**config.mk**
```make
export PLATFORM = sky130hd
export DESIGN_NAME = sxy_divider
export DESIGN_NICKNAME = d
export VERILOG_FILES = /design/src/rtl/srgb_to_cie_xy_core_macros.svh /design/src/rtl/sxy_pkg.sv /design/src/rtl/sxy_divider.sv
export SDC_FILE = /design/constraint.sdc
export NUM_CORES = 2
export LEC_CHECK = 0
export BUFFER_PORTS_ARGS = -buffer_cell sky130_fd_sc_hd__buf_2
export CAP_MARGIN = 15
export CORE_MARGIN = 3
export CORE_UTILIZATION = 30
export DETAILED_ROUTE_END_ITERATION = 10
export GPL_TIMING_DRIVEN = 0
export HOLD_SLACK_MARGIN = 0.05
export MAX_ROUTING_LAYER = met4
export PLACE_DENSITY = 0.5
export SLEW_MARGIN = 20
export SYNTH_ARGS = -nofsm -noshare
export SYNTH_HDL_FRONTEND = slang
export SYNTH_SLANG_ARGS = --single-unit
```
**constraint.sdc**
```tcl
create_clock -name clk -period 3.5 [get_ports clk]
set_input_delay 0.525 -clock clk [delete_from_list [all_inputs] [get_ports clk]]
set_output_delay 0.525 -clock clk [all_outputs]
set_load 0.05 [all_outputs]
```
**src/rtl/srgb_to_cie_xy_core_macros.svh**
```systemverilog
// Assertion macros for the chromaticity core.
`ifndef SRGB_TO_CIE_XY_CORE_MACROS_SVH
`define SRGB_TO_CIE_XY_CORE_MACROS_SVH

// ante holds at an edge -> cons holds at the same edge
`define SXY_ASSERT_IMPL(lbl, ante, cons) \
    lbl: assert property (@(posedge clk) disable iff (!rst_n) (ante) |-> (cons)) \
        else $error("sxy implication check failed");

// cond holds at every edge out of reset
`define SXY_ASSERT_ALWAYS(lbl, cond) \
    lbl: assert property (@(posedge clk) disable iff (!rst_n) (cond)) \
        else $error("sxy invariant check failed");

`endif

```
**src/rtl/sxy_pkg.sv**
```systemverilog
package sxy_pkg;

    localparam int LIN_W   = 16;
    localparam int COEF_W  = 16;
    localparam int PROD_W  = LIN_W + COEF_W;
    localparam int XYZ_W   = PROD_W + 2;
    localparam int NUM_W   = XYZ_W + 16;
    localparam int Q_W     = 16;
    localparam int CH_W    = 8;
    localparam int DIV_LAT = Q_W;
    localparam int MAT_LAT = 4;

    localparam logic [Q_W-1:0] XY_MAX        = 16'd65279;
    localparam logic [15:0]    WHITE_X_RESET = 16'd20413;
    localparam logic [15:0]    WHITE_Y_RESET = 16'd21477;

    localparam logic [1:0] REG_WHITE_X = 2'd0;
    localparam logic [1:0] REG_WHITE_Y = 2'd1;

    typedef logic [LIN_W-1:0] lin_t;
    typedef lin_t [255:0] lut_t;
    typedef logic [COEF_W-1:0] coef_t;

    function automatic coef_t coef_of(input longint e4);
        longint c;
        c = ((e4 << COEF_W) + 5000) / 10000;
        return coef_t'(c);
    endfunction

    localparam coef_t C_XR = coef_of(4124);
    localparam coef_t C_XG = coef_of(3576);
    localparam coef_t C_XB = coef_of(1805);
    localparam coef_t C_YR = coef_of(2126);
    localparam coef_t C_YG = coef_of(7152);
    localparam coef_t C_YB = coef_of(722);
    localparam coef_t C_ZR = coef_of(193);
    localparam coef_t C_ZG = coef_of(1192);
    localparam coef_t C_ZB = coef_of(9505);

    // sRGB decode, linear scaled to 2^LIN_W - 1, rounded half up
    function automatic lut_t build_lut();
        lut_t   t;
        real    s;
        real    a;
        real    l;
        longint scale;
        longint e;
        scale = (longint'(1) << LIN_W) - 1;
        s = real'(scale);
        for (int v = 0; v < 256; v++)
        begin
            if (v <= 10)
            begin
                e = (20 * scale * v + 32946) / 65892;
            end
            else
            begin
                a = (real'(v) / 255.0 + 0.055) / 1.055;
                l = a ** 2.4;
                e = longint'($floor(l * s + 0.5));
            end
            t[v] = lin_t'(e);
        end
        return t;
    endfunction

    localparam lut_t GAMMA_LUT = build_lut();

endpackage

```
**src/rtl/sxy_divider.sv**
```systemverilog
module sxy_divider
(
    input  logic                          clk,
    input  logic                          ce,
    input  logic [sxy_pkg::NUM_W-1:0]     num,
    input  logic [sxy_pkg::XYZ_W-1:0]     den,
    output logic [sxy_pkg::Q_W-1:0]       quot
);

    localparam int N = sxy_pkg::Q_W;

    logic [sxy_pkg::NUM_W-1:0] rem_reg [N];
    logic [sxy_pkg::XYZ_W-1:0] den_reg [N];
    logic [N-1:0]              q_reg   [N];

    // one quotient bit per stage, MSB first
    for (genvar k = 0; k < N; k++)
    begin : g_stage
        logic [sxy_pkg::NUM_W-1:0] rem_in;
        logic [sxy_pkg::XYZ_W-1:0] den_in;
        logic [N-1:0]              q_in;
        logic [sxy_pkg::NUM_W-1:0] shifted;
        logic                      take;

        if (k == 0)
        begin : g_first
            assign rem_in = num;
            assign den_in = den;
            assign q_in   = '0;
        end
        else
        begin : g_rest
            assign rem_in = rem_reg[k-1];
            assign den_in = den_reg[k-1];
            assign q_in   = q_reg[k-1];
        end

        assign shifted = sxy_pkg::NUM_W'(den_in) << (N - 1 - k);
        assign take    = (rem_in >= shifted);

        always_ff @(posedge clk)
        begin
            if (ce)
            begin
                rem_reg[k] <= take ? (rem_in - shifted) : rem_in;
                den_reg[k] <= den_in;
                q_reg[k]   <= q_in | (N'(take) << (N - 1 - k));
            end
        end
    end

    assign quot = (q_reg[N-1] > sxy_pkg::XY_MAX) ? sxy_pkg::XY_MAX : q_reg[N-1];

endmodule

```
[Yosys cells after proc, flatten, opt, wreduce, memory -nomap -nowiden]
Memory sizes are Yosys's and may differ from the RTL's.
Index checks and enable logic that the tools add are counted.
Storage, ports and cells
  RAM bits: 1600
  input bits: 86
  logic and storage cells: 70
  memories: 3
  register bits: 0
Operators by class
  $add $sub $neg: 16
  muxes and demuxes: 19
  bitwise logic cells: 15
  magnitude comparators: 17
Memory list
  rem_reg: depth 16, bits a word 50, rd ports 15, clocked after Yosys merged registers in 0, write ports 16, line sxy_divider.sv:12  | logic [sxy_pkg::NUM_W-1:0] rem_reg [N];
  den_reg: depth 16, bits a word 34, rd ports 15, clocked after Yosys merged registers in 0, write ports 16, line sxy_divider.sv:13  | logic [sxy_pkg::XYZ_W-1:0] den_reg [N];
  q_reg: depth 16, bits a word 16, rd ports 16, clocked after Yosys merged registers in 0, write ports 16, line sxy_divider.sv:14  | logic [N-1:0] q_reg [N];
Operators with widths (count)
  two-way mux 50 bit: 16
  >= comparator 50 x 34 -> 1 bit: 1
  >= comparator 50 x 35 -> 1 bit: 1
  >= comparator 50 x 36 -> 1 bit: 1
  >= comparator 50 x 37 -> 1 bit: 1
  >= comparator 50 x 38 -> 1 bit: 1
  >= comparator 50 x 39 -> 1 bit: 1
  >= comparator 50 x 40 -> 1 bit: 1
  >= comparator 50 x 41 -> 1 bit: 1
  >= comparator 50 x 42 -> 1 bit: 1
  >= comparator 50 x 43 -> 1 bit: 1
  >= comparator 50 x 44 -> 1 bit: 1
  >= comparator 50 x 45 -> 1 bit: 1
  >= comparator 50 x 46 -> 1 bit: 1
  >= comparator 50 x 47 -> 1 bit: 1
  >= comparator 50 x 48 -> 1 bit: 1
  >= comparator 50 x 49 -> 1 bit: 1
  subtractor 50 x 34 -> 50 bit: 1
  subtractor 50 x 35 -> 50 bit: 1
  subtractor 50 x 36 -> 50 bit: 1
  subtractor 50 x 37 -> 50 bit: 1
  subtractor 50 x 38 -> 50 bit: 1
  subtractor 50 x 39 -> 50 bit: 1
  subtractor 50 x 40 -> 50 bit: 1
  27 further kinds: 28

[Logic depth before layout (Yosys ltp)]
An unclocked memory read counts as a cell.
  word-level depth: 3
  mapped depth: 15

[Worst setup path before layout]
No wires, ideal clock.
  path type: reg-to-reg
  from: mem rem_reg[0][14] (netlist name)
  to: mem rem_reg[1][35] (netlist name), data pin
  library setup time: 0.262 ns
  arrival: 3.109 ns
  cell stages (with the launch flop): 15
  path slack: 0.129 ns
  clock period less this slack: 3.371 ns
  buffers on the path: 1
  cells stage by stage: edfxtp_1 -> inv_1 -> ha_1 -> inv_1 -> fa_1 -> a21o_1 -> a21oi_1 -> o221ai_1 -> a221o_1 -> o311a_1 -> o21a_1 -> nor2_2 -> o31ai_4 -> buf_2 -> mux2_1
RTL lines (line)
  from (decl): sxy_divider.sv:12

==> flow_summary.yaml <==
run_status:
  run_status: "finished, violations left"
  violations: "negative setup slack"
worst_setup_path:
  rrSetupSlack_ns: -0.14
  cp.depth: 14
  crit_path_end_kind: "flop"
  path_cells: "inv_1 -> ha_2 -> inv_2 -> fa_2 -> a21o_1 -> a21oi_2 -> o221ai_4 -> a221o_1 -> o311a_1 -> o21a_1 -> nor2_4 -> o31ai_4 -> buf_6 -> mux2_2"
  cp-start-kind: "flop"
  worstSetupPathType: "reg2reg"
  reg2reg_to: "rem_reg[1][21]"
  critPathBufInv: 3
  max_stage_delay_ns: 0.43
  required_ns: 4.04
  critical_path.slowest_cell: "edfxtp_1"
  path_max_fanout: 6
  rr_worst_depth: 14
  critical-path-top-delay-family: "compound AO/OA/AOI/OAI gates"
  rr_startpoint: "rem_reg[0][14]"
  arrival_ns: 4.18
placement:
  placed_area_um2: 85800
  gp_congestion: 0.952
  dp_hpwl_um: 190000
  portBuffers: 101
cts:
  cts_buffers: 163
  htreeDepth: 4
  cts_tree: "yes"
  cts_root_buffer: "clkbuf_16"
  clk_path_buf_depth: 3
  cts_sinks: 1396
  clk_latency_ns: 0.82
  clk_pin_slew_ns: 0.06
sta:
  slew_viol_final: 0
  setup_ws_ns: -0.136
  holdWs_ns: 0.107
  slew_headroom: 0.309
  fin_crit_sh: 1.04
  fin_crit_ns: 3.64
  rsz0062_at_grt: "true"
  tightest_slew_ns: 1.04
  finalSetupViolCount: 46
  max_freq_ghz: 0.275
  fin_skew_ns: 0.0460
  setup-tns-final_ns: -2.59
  hold_violations: 0
floorplan:
  dieArea_um2: 274000
  std_cell_rows: 189
  chipHeight_um: 524
  start_util: 0.302
  io_pins: 102
  die_x_um: 524
  fp.coreArea_um2: 266000
hold_path:
  hold_class: "in2reg"
  min_from: "num[18]"
  hold_depth: 3
  hold_end: "rem_reg[0][18]"
routing:
  vias_per_cell: 4.99
  avgRoutedWirePerCell_um: 21.1
  vias: 58200
  ant_nets: 0
  drcViolationCount: 0
  first_pass_iters: 5
  wl_um: 247000
  dr.first_iter.drc_count: 3541
yosys:
  synth_most_common_cell: "edfxtp_1"
  ys.flop_type: "edfxtp_1"
  syn-num-nets: 8088
  ys_types: 106
  async_reset_ff_frac: 0
  synthTopCellsByCount: "1396 x edfxtp_1, 722 x a21oi_1, 688 x inv_1"
  ys_warn_count: 0
  ys_ff_latch: 1396
  synthesis.instances: 7443
  ys_seq_area_frac: 0.521
  synthesis.area_um2: 80500
  yosysTopAreaCellShare: 0.521
  synth_area_per_cell_um2: 10.8
  synth_edf_count: 1396
  synth_area_leaders: "edfxtp_1 52%, ha_1 8.5%, a21oi_1 4.5%, xnor2_1 3.5%, inv_1 3.2%"
  synth_top_area_cell: "edfxtp_1"
finish:
  nets: 8651
  fin_area_um2: 98500
  largest_register_ffs: 750
  drive_above_1_share: 0.174
  area_growth_pct: 22.5
power_and_ir_drop:
  irDropWorstVdd_mv: 0.574
  power.density_nw_per_um2: 837
  p_leak_uw: 0.0384
  total_power_uw: 82500
global_routing:
  antenna_found_initial: 2
  grtUsageTotal: 0.182
  grt_pass1_wl_um: 370000
  first_global_vias: 60000
  overflow: 0
  grt_max_degree: 148
job:
  maxCapViolations: 0
## timing repair
item	CTS	global route
setup endpoints to repair	609	560
endpoints found under the hold margin	89	0
pin swaps	157	169
hold buffers	80	0
buffers inserted	138	101
gates cloned	10	1
gates resized for setup	727	343
## layout make-up
cell class	instances	area [um^2]
Fill cell	25900	167000
Sequential cell	1396	41900
Multi-Input combinational cell	5146	38900
Tap cell	3533	4420
Clock buffer	194	4220
Timing Repair Buffer	442	3890
Inverter	691	2600
Buffer	166	1410
Clock inverter	99	1170
Antenna cell	3	7.51
## worst register-to-register path: cells and delay by family, from the launching register on
| kind | cells | cell delay (ns) |
|---|---|---|
| AO/OA/AOI/OAI | 7 | 1.60 |
| buffers and inverters | 3 | 0.31 |
| AND/OR/NAND/NOR | 1 | 0.16 |
| multiplexers | 1 | 0.33 |
| flip-flops | 1 | 0.43 |
| adder cells (fa/ha/maj) | 2 | 0.53 |
## kinds of logic after synthesis
| logic type | after synthesis | share of synthesized area |
|---|---|---|
| multiplexers | 105 | 0.0147 |
| AND/OR/NAND/NOR | 1883 | 0.113 |
| XOR/XNOR | 560 | 0.0610 |
| adder cells (fa/ha/maj) | 559 | 0.0883 |
| AO/OA/AOI/OAI | 2039 | 0.159 |
| buffers and inverters | 901 | 0.0435 |
| flip-flops | 1396 | 0.521 |
## stage by stage
stage	cells	worst slack, ns	utilization
floorplan	7443	0.129	-
global route	11700	-0.197	0.370
global placement	11100	-20.70	0.321
detailed placement	11100	-2.05	0.322
finish	11700	-0.136	0.370
CTS	11600	-0.0987	0.362
## worst max-delay path by stage
stage / from / endpoint / slack (ns)
after floorplan: rem_reg[0][14] / rem_reg[1][35] / 0.13
after global routing: rem_reg[0][14] / rem_reg[1][35] / -0.20
after global placement: ce / den_reg[1][209] / -20.70
after CTS: rem_reg[10][4] / rem_reg[11][44] / -0.1
final: rem_reg[0][14] / rem_reg[1][21] / -0.14
after detailed placement: den_reg[0][225] / rem_reg[7][31] / -2.05
## placed cells by master, fill, tap and decap left out, drive strengths merged, types with 17 or more instances in the layout
cell type	Yosys	layout
o21bai	76	76
and3	49	49
nand3	141	141
dlygate4sd3	0	80
xor2	239	239
nand2	532	532
a31oi	50	50
a211oi	50	50
nor3b	20	20
nand2b	71	71
nor3	113	113
a21o	316	316
edfxtp	1396	1396
buf	71	433
ha	544	544
bufinv	0	17
inv	691	696
o21a	72	72
clkinv	0	69
nand4	102	102
nor2b	61	61
and2	37	37
o211ai	31	31
o31ai	42	42
a2111oi	17	17
a21oi	725	725
o21ai	470	470
clkbuf	139	288
or4	18	18
xnor2	321	321
or2	32	32
mux2	103	103
or3	40	40
nor4	72	72
nor2	527	527
a41oi	17	17
## where the power goes
part           internal, uW  total, uW  switching, uW  leakage [uW]
Sequential            24300      27400           3110        0.0135
Clock                  9950      17300           7310       0.00259
Combinational         16100      37800          21700        0.0222
## routing by layer
layer	global-route usage	routed length [um]
met1	0.197	96700
met4	0.0857	13400
met2	0.329	129000
met3	0.0207	7320
met5	-	0
Power figures use the tool's default switching activity.
