<file path="config.mk">
export PLATFORM = sky130hd
export DESIGN_NAME = sxy_matrix
export DESIGN_NICKNAME = d
export VERILOG_FILES = /design/src/rtl/srgb_to_cie_xy_core_macros.svh /design/src/rtl/sxy_pkg.sv /design/src/rtl/sxy_matrix.sv
export SDC_FILE = /design/constraint.sdc
export NUM_CORES = 2
export LEC_CHECK = 0
export BUFFER_PORTS_ARGS = -buffer_cell sky130_fd_sc_hd__buf_2
export CORE_ASPECT_RATIO = 1.2
export CORE_UTILIZATION = 60
export CTS_CLUSTER_SIZE = 28
export DETAILED_ROUTE_END_ITERATION = 12
export PLACE_DENSITY = 0.84
export RECOVER_POWER = 100
export SLEW_MARGIN = 20
export SYNTH_ARGS = -nofsm -noshare
export SYNTH_HDL_FRONTEND = slang
export SYNTH_SLANG_ARGS = --single-unit
</file>
<file path="constraint.sdc">
create_clock -name clk -period 11.2 [get_ports clk]
set_input_delay 0.56 -clock clk [delete_from_list [all_inputs] [get_ports clk]]
set_output_delay 0.56 -clock clk [all_outputs]
set_load 0.03 [all_outputs]
</file>
<file path="src/rtl/srgb_to_cie_xy_core_macros.svh">
// Assertion macros for the chromaticity core.
`ifndef SRGB_TO_CIE_XY_CORE_MACROS_SVH
`define SRGB_TO_CIE_XY_CORE_MACROS_SVH

// ante holds at an edge -> cons holds at the same edge
`define SXY_ASSERT_IMPL(lbl, ante, cons) \
    lbl: assert property (@(posedge clk) disable iff (!rst_n) (ante) |-> (cons)) \
        else $error("sxy implication check failed");

// cond holds at every edge out of reset
`define SXY_ASSERT_ALWAYS(lbl, cond) \
    lbl: assert property (@(posedge clk) disable iff (!rst_n) (cond)) \
        else $error("sxy invariant check failed");

`endif

</file>
<file path="src/rtl/sxy_pkg.sv">
package sxy_pkg;

    localparam int LIN_W   = 16;
    localparam int COEF_W  = 16;
    localparam int PROD_W  = LIN_W + COEF_W;
    localparam int XYZ_W   = PROD_W + 2;
    localparam int NUM_W   = XYZ_W + 16;
    localparam int Q_W     = 16;
    localparam int CH_W    = 8;
    localparam int DIV_LAT = Q_W;
    localparam int MAT_LAT = 4;

    localparam logic [Q_W-1:0] XY_MAX        = 16'd65279;
    localparam logic [15:0]    WHITE_X_RESET = 16'd20413;
    localparam logic [15:0]    WHITE_Y_RESET = 16'd21477;

    localparam logic [1:0] REG_WHITE_X = 2'd0;
    localparam logic [1:0] REG_WHITE_Y = 2'd1;

    typedef logic [LIN_W-1:0] lin_t;
    typedef lin_t [255:0] lut_t;
    typedef logic [COEF_W-1:0] coef_t;

    function automatic coef_t coef_of(input longint e4);
        longint c;
        c = ((e4 << COEF_W) + 5000) / 10000;
        return coef_t'(c);
    endfunction

    localparam coef_t C_XR = coef_of(4124);
    localparam coef_t C_XG = coef_of(3576);
    localparam coef_t C_XB = coef_of(1805);
    localparam coef_t C_YR = coef_of(2126);
    localparam coef_t C_YG = coef_of(7152);
    localparam coef_t C_YB = coef_of(722);
    localparam coef_t C_ZR = coef_of(193);
    localparam coef_t C_ZG = coef_of(1192);
    localparam coef_t C_ZB = coef_of(9505);

    // sRGB decode, linear scaled to 2^LIN_W - 1, rounded half up
    function automatic lut_t build_lut();
        lut_t   t;
        real    s;
        real    a;
        real    l;
        longint scale;
        longint e;
        scale = (longint'(1) << LIN_W) - 1;
        s = real'(scale);
        for (int v = 0; v < 256; v++)
        begin
            if (v <= 10)
            begin
                e = (20 * scale * v + 32946) / 65892;
            end
            else
            begin
                a = (real'(v) / 255.0 + 0.055) / 1.055;
                l = a ** 2.4;
                e = longint'($floor(l * s + 0.5));
            end
            t[v] = lin_t'(e);
        end
        return t;
    endfunction

    localparam lut_t GAMMA_LUT = build_lut();

endpackage

</file>
<file path="src/rtl/sxy_matrix.sv">
module sxy_matrix
(
    input  logic                          clk,
    input  logic                          ce,
    input  logic [sxy_pkg::CH_W-1:0]      red,
    input  logic [sxy_pkg::CH_W-1:0]      green,
    input  logic [sxy_pkg::CH_W-1:0]      blue,
    output logic [sxy_pkg::NUM_W-1:0]     num_x,
    output logic [sxy_pkg::NUM_W-1:0]     num_y,
    output logic [sxy_pkg::XYZ_W-1:0]     sum
);

    sxy_pkg::lin_t                      lin_r_reg, lin_g_reg, lin_b_reg;
    logic [sxy_pkg::PROD_W-1:0]         prod_reg [9];
    logic [sxy_pkg::XYZ_W-1:0]          x_reg, y_reg, z_reg;
    logic [sxy_pkg::NUM_W-1:0]          num_x_reg, num_y_reg;
    logic [sxy_pkg::XYZ_W-1:0]          sum_reg;
    logic [sxy_pkg::NUM_W-1:0]          x_ext, y_ext;

    assign x_ext = sxy_pkg::NUM_W'(x_reg);
    assign y_ext = sxy_pkg::NUM_W'(y_reg);

    always_ff @(posedge clk)
    begin
        if (ce)
        begin
            lin_r_reg <= sxy_pkg::GAMMA_LUT[red];
            lin_g_reg <= sxy_pkg::GAMMA_LUT[green];
            lin_b_reg <= sxy_pkg::GAMMA_LUT[blue];

            prod_reg[0] <= lin_r_reg * sxy_pkg::C_XR;
            prod_reg[1] <= lin_g_reg * sxy_pkg::C_XG;
            prod_reg[2] <= lin_b_reg * sxy_pkg::C_XB;
            prod_reg[3] <= lin_r_reg * sxy_pkg::C_YR;
            prod_reg[4] <= lin_g_reg * sxy_pkg::C_YG;
            prod_reg[5] <= lin_b_reg * sxy_pkg::C_YB;
            prod_reg[6] <= lin_r_reg * sxy_pkg::C_ZR;
            prod_reg[7] <= lin_g_reg * sxy_pkg::C_ZG;
            prod_reg[8] <= lin_b_reg * sxy_pkg::C_ZB;

            x_reg <= sxy_pkg::XYZ_W'(prod_reg[0]) + sxy_pkg::XYZ_W'(prod_reg[1])
                   + sxy_pkg::XYZ_W'(prod_reg[2]);
            y_reg <= sxy_pkg::XYZ_W'(prod_reg[3]) + sxy_pkg::XYZ_W'(prod_reg[4])
                   + sxy_pkg::XYZ_W'(prod_reg[5]);
            z_reg <= sxy_pkg::XYZ_W'(prod_reg[6]) + sxy_pkg::XYZ_W'(prod_reg[7])
                   + sxy_pkg::XYZ_W'(prod_reg[8]);

            // part * 65279 = (part << 16) - part - (part << 8)
            num_x_reg <= (x_ext << 16) - (x_ext << 8) - x_ext;
            num_y_reg <= (y_ext << 16) - (y_ext << 8) - y_ext;
            sum_reg   <= x_reg + y_reg + z_reg;
        end
    end

    assign num_x = num_x_reg;
    assign num_y = num_y_reg;
    assign sum   = sum_reg;

endmodule

</file>
=== Yosys cells after proc, flatten, opt, wreduce, memory -nomap -nowiden ===
Memories as Yosys holds them, arrays and structs flattened. A register that Yosys moved wholly into a read port is not among the register bits.
Cells that the tools add are included.

* Add/sub/neg operators: 12
* $mul: 9
* Muxes and demuxes: 2

{| class="wikitable"
|+ Operators with widths
! operator !! number
|-
| 33-bit by 32-bit adder with 34-bit output || 3
|-
| 50-bit by 34-bit subtractor with 50-bit output || 2
|-
| 50-bit by 42-bit subtractor with 50-bit output || 2
|-
| 32-bit by 32-bit adder with 33-bit output || 3
|-
| 16-bit by 14-bit multiplier with 30-bit output (second input constant) || 3
|-
| 16-bit by 11-bit multiplier with 27-bit output (second input constant) || 3
|-
| 34-bit adder || 2
|-
| 16-bit by 16-bit multiplier with 32-bit output (second input constant) || 1
|-
| 16-bit by 15-bit multiplier with 31-bit output (second input constant) || 1
|-
| 16-bit by 13-bit multiplier with 29-bit output (second input constant) || 1
|-
| 1-bit two-way mux || 2
|}

* Flip-flop bits (word level): 236
* Memory bits (writable): 288
* Bits in read-only memories: 12288
* Output and inout port bits: 134
* Word-level logic and storage cells: 33
* Memories: 4

{| class="wikitable"
|+ Memories
! name !! depth !! width !! read ports !! clocked after Yosys merged registers in !! write ports !! line !! RTL
|-
| (no name shown) || 256 || 16 || 1 || 1 || 0 || sxy_matrix.sv:29 || <nowiki>lin_b_reg <= sxy_pkg::GAMMA_LUT[blue];</nowiki>
|-
| (no name shown) || 256 || 16 || 1 || 1 || 0 || sxy_matrix.sv:28 || <nowiki>lin_g_reg <= sxy_pkg::GAMMA_LUT[green];</nowiki>
|-
| (no name shown) || 256 || 16 || 1 || 1 || 0 || sxy_matrix.sv:27 || <nowiki>lin_r_reg <= sxy_pkg::GAMMA_LUT[red];</nowiki>
|-
| prod_reg || 9 || 32 || 9 || 0 || 9 || sxy_matrix.sv:14 || <nowiki>logic [sxy_pkg::PROD_W-1:0] prod_reg [9];</nowiki>
|}

=== Longest topological paths before layout ===
An unclocked memory read counts as a cell.

* Word-level depth: 3
* Depth in mapped cells: 22

=== Worst setup path after synthesis ===
Ideal clock, no wire load.

* Path type: reg-to-reg
* Start: reg lin_b_reg[2]
* End: mem prod_reg[4][31] (netlist bit), data pin
* Data arrival time: 5.639 ns
* Required time: 10.940 ns
* Slack: 5.301 ns
* Stages on the path, launching flop included: 21
* Clock period less this slack: 5.899 ns
* Path through: edfxtp_1 -> inv_1 -> fa_1 -> inv_1 -> fa_1 -> inv_1 -> fa_1 -> fa_1 -> fa_1 -> fa_1 -> inv_1 -> ha_1 -> a21o_1 -> a21oi_1 -> nand2_1 -> o21ai_0 -> a31oi_1 -> a211o_1 -> a31o_2 -> a21oi_1 -> xnor2_1

{| class="wikitable"
|+ RTL lines
! what !! line !! RTL
|-
| start, declared || sxy_matrix.sv:13 || <nowiki>sxy_pkg::lin_t lin_r_reg, lin_g_reg, lin_b_reg;</nowiki>
|-
| end, declared || sxy_matrix.sv:14 ||
|}

=== Final worst setup path ===
* Start: in ce
* End: reg lin_g_reg[15] (enable)

{| class="wikitable"
|+ RTL lines
! what !! line !! RTL
|-
| start, declared || sxy_matrix.sv:4 || <nowiki>input logic ce,</nowiki>
|-
| end, declared || sxy_matrix.sv:13 ||
|}

No word-level cell between the ends.

==> Implementation_results.wiki <==
{| class="wikitable"
! Metric !! Value
|-
| Commonest non-fill, non-tap cell in the layout || sky130_fd_sc_hd__inv_1
|-
| Num CTS Buffers || 54
|-
| Startpoint of the most critical hold path || x_reg[0]
|-
| Critical path's most frequent cell || sky130_fd_sc_hd__clkbuf_1
|-
| Start of the worst register-to-register path || lin_b_reg[2]
|-
| Endpoint required time on the critical path || about 11 ns
|-
| RSZ-0062 raised after global routing || false
|-
| Count of vias placed by the detailed router || about 63k
|-
| Post-Route Setup TNS || 0 ns
|-
| XOR/XNOR share of the synthesized area || between 4 and 5%
|-
| Netlist Area Pre-Place || 75,290 um^2
|-
| Share of cell area taken by muxes after synthesis || under 10%
|-
| Worst Tran Pin Value || 5.936 ns
|-
| Clock network latency to the later pin of the worst-skew pair || 0.66 ns
|-
| Area growth from synthesis to final layout || 4.871%
|-
| Filler instances || approximately 10k
|-
| Adder-cell area share of the yosys netlist || a little under two fifths
|-
| Total grt overflow || 0
|-
| IO Count || 160
|-
| Outcome || finished, violations left
|-
| Post-synthesis net count || 9,904
|-
| Start point of the critical path || ce
|-
| Met2 GRT Util || between 60% and 70%
|-
| Part of the cycle the worst path needs || 72.40%
|-
| CP bufs+invs || 3
|-
| Count of warnings emitted by yosys || 0
|-
| CTS sink count || ~530
|-
| Failing checks || max-capacitance violations, max-slew violations
|-
| Max incr delay on CP || slightly above 4 ns
|-
| Overall fraction of global-route tracks in use || approximately 37%
|-
| Sink of the worst hold path || num_x[0]
|-
| Final-stage net count || slightly below 10k
|-
| Number of buffers on the longest clock path || 3
|-
| H-tree lvl count || 2
|-
| CTS tree || built
|-
| Master of the slowest instance on the critical path || sky130_fd_sc_hd__clkbuf_1
|-
| Cell type with the highest aggregate area in the netlist || sky130_fd_sc_hd__edfxtp_1
|-
| Combinational family with the most area after synthesis || adder cells
|-
| First-pass GRT wire length || approximately 360,000 um
|-
| Post-DRT Antenna Nets || 0
|-
| Class of the most critical hold timing path || reg2reg
|-
| Largest net degree at the start of global routing || 146
|-
| GR met1 Demand/Resource || a little over two fifths
|-
| Most instantiated flip-flop cell in the synthesis netlist || sky130_fd_sc_hd__edfxtp_1
|-
| Wirelength per Cell || between 20 and 25 um
|-
| Reg-to-reg slack, setup || 4.40 ns
|-
| Number of enable-type register cells in the synthesized netlist || roughly 530
|-
| Type of destination of the critical path || flip-flop
|-
| CTS hold repair buffers || 0
|-
| Clock-pin slew of the registers on the worst-case setup and hold paths || 0.07 ns
|-
| Simple-gate share of the synthesized area || roughly a tenth
|-
| Fraction of final layout cells sized beyond drive strength 1 || under 10%
|-
| Leading cell types in the layout, fill and taps excluded || sky130_fd_sc_hd__inv_1 (1,151), sky130_fd_sc_hd__ha_1 (1,096), sky130_fd_sc_hd__fa_1 (743)
|-
| Crit-path cells || clkbuf_1 > buf_12 > clkbuf_1
|-
| Total wire length after detailed routing || around 240,000 um
|-
| Clock tree root driver cell || sky130_fd_sc_hd__clkbuf_16
|-
| Flip-flop count of the largest register, all copies and words added || 251
|-
| FF-to-FF path depth || 20
|-
| Max_slew headroom || -295.7%
|-
| Hold-critical path depth || 0
|-
| Number of port buffers || about 160
|-
| Length of the first detailed-routing pass in iterations || 8
|-
| Cell family with most CP delay || buffers and inverters
|-
| DP Wirelength || approximately 190,000 um
|-
| Vert. Die Dim || ~390 um
|-
| Post-placement setup slack || between 4 and 5 ns
|-
| Final max-slew violation count || just under 600
|-
| Highest Clock Rate || 123.3 MHz
|-
| Std cell rows || between 100 and 150
|-
| Proportion of register bits with asynchronous set or reset after synthesis || 0%
|-
| Synthesized flop and latch total || approximately 530
|-
| Kind of start point of the critical path || primary input
|-
| Post-cts gate resize count || 0
|-
| CP Data Arrival Time || 8.26 ns
|-
| Maximum fanout along the worst path || about 150
|-
| Worst setup path category || in2reg
|-
| Cell count after synthesis || ~8.0k
|-
| Global routing usage on met3 || approximately 5.3%
|-
| Initial cell density of the core || between 60% and 70%
|-
| Worst r2r dst || prod_reg[4][31]
|-
| DIE WIDTH || 325.4 um
|-
| Area of the die || roughly 130,000 um^2
|-
| Synth Area per Inst || around 9.4 um^2
|-
| Routability cong. || between 1 and 1.5
|-
| Clock Skews || about 0.024 ns
|-
| Max-cap violation count || 10
|-
| DRC violation total after the first TritonRoute iteration || 8,104
|-
| Worst setup slack after layout || 3.091 ns
|-
| Top-area cell type share of the netlist area || 21.22%
|-
| Area of the core || ~120,000 um^2
|-
| Sequential element share of the synthesized area || between 20% and 30%
|-
| Count of unresolved DRC violations after routing || 0
|-
| Post-CTS setup-driven buffer insertion count || 0
|-
| Main area contributors after synthesis || sky130_fd_sc_hd__edfxtp_1 (21%), sky130_fd_sc_hd__fa_1 (20%), sky130_fd_sc_hd__ha_1 (18%)
|-
| Final hold violation count || 0
|-
| Final critical path time including I/O delays and setup || about 8 ns
|-
| Via count of the first global-routing pass || ~63k
|-
| Most congested layer reported by global routing || met2
|-
| DR vias/cell || 6.525
|-
| Initial antenna violation count || 3
|-
| Total setup violations reported at the end of the flow || 0
|-
| Area fraction in compound gates after synthesis || around 18%
|-
| Number of library cell types mapped by synthesis || 90
|}
==> synthesized netlist by cell type (all sizes together) (39+ instances only) <==
cell type and instances:
and3 51, nand4 40, nand3 128, inv 1157
a311oi 45, o21ai 480, o21bai 67, nand2 521
fa 743, ha 1096, buf 87, nor2b 57
nor2 480, a31oi 101, clkbuf 229, edfxtp 532
xor2 112, a211oi 130, o211ai 95, xnor2 287
nor3 130, nand2b 41, a21o 191, o21a 63
o22ai 39, a21oi 655
==> stage by stage <==
stage | utilization [%] | cells | area (um^2) | hold slack [ns]
4_1_cts | 63.53 | 9690 | 79230 | 0.4694
2_1_floorplan | - | 8039 | 75290 | 0.4307
3_5_place_dp | 62.06 | 9592 | 77400 | 0.5458
3_3_place_gp | 62.06 | 9592 | 77400 | 0.5513
5_1_grt | 63.30 | 9691 | 78950 | 0.5998
6_report | 63.31 | 9692 | 78960 | 0.5693
==> final cells by class <==
cell class              count  area, um^2  share of cell area [%]
diodes                      1       2.502                0.003169
clock buffers              61        1378                   1.745
clock inverters            37       454.2                  0.5752
inverters                1164        4369                   5.534
multi-input cells        6027       53660                   67.96
flip-flops and latches    532       15980                   20.23
well taps                1656        2072                   2.624
repair buffers            214        1045                   1.323
==> cell families (layout without fill, tap and decap cells) <==
kind of cell / after synthesis / after routing
other cells: 0 / 1
mux: 48 / 48
xor+xnor: 399 / 399
simple gates: 1589 / 1589
flops: 532 / 532
compound gates: 2151 / 2151
fa+ha+maj: 1840 / 1840
buf+inv: 1480 / 1476
==> layer usage <==
layer / part of all wire (%) / routed length (um)
met3: 8.7 / 20820
met4: 9.5 / 22550
met5: 0.0055 / 13
met2: 46 / 110100
met1: 36 / 84610
==> worst max path at each step <==
| stage | endpoint | depth (start not counted) |
|---|---|---|
| floorplan | prod_reg[4][31] | 20 |
| global placement | prod_reg[4][31] | 20 |
| detailed placement | prod_reg[4][31] | 20 |
| CTS | prod_reg[4][31] | 20 |
| global route | lin_g_reg[15] | 3 |
| finish | lin_g_reg[15] | 3 |
Power is not shown: default switching activity piles up to over one toggle a cycle in this logic, so the estimate is an artifact.
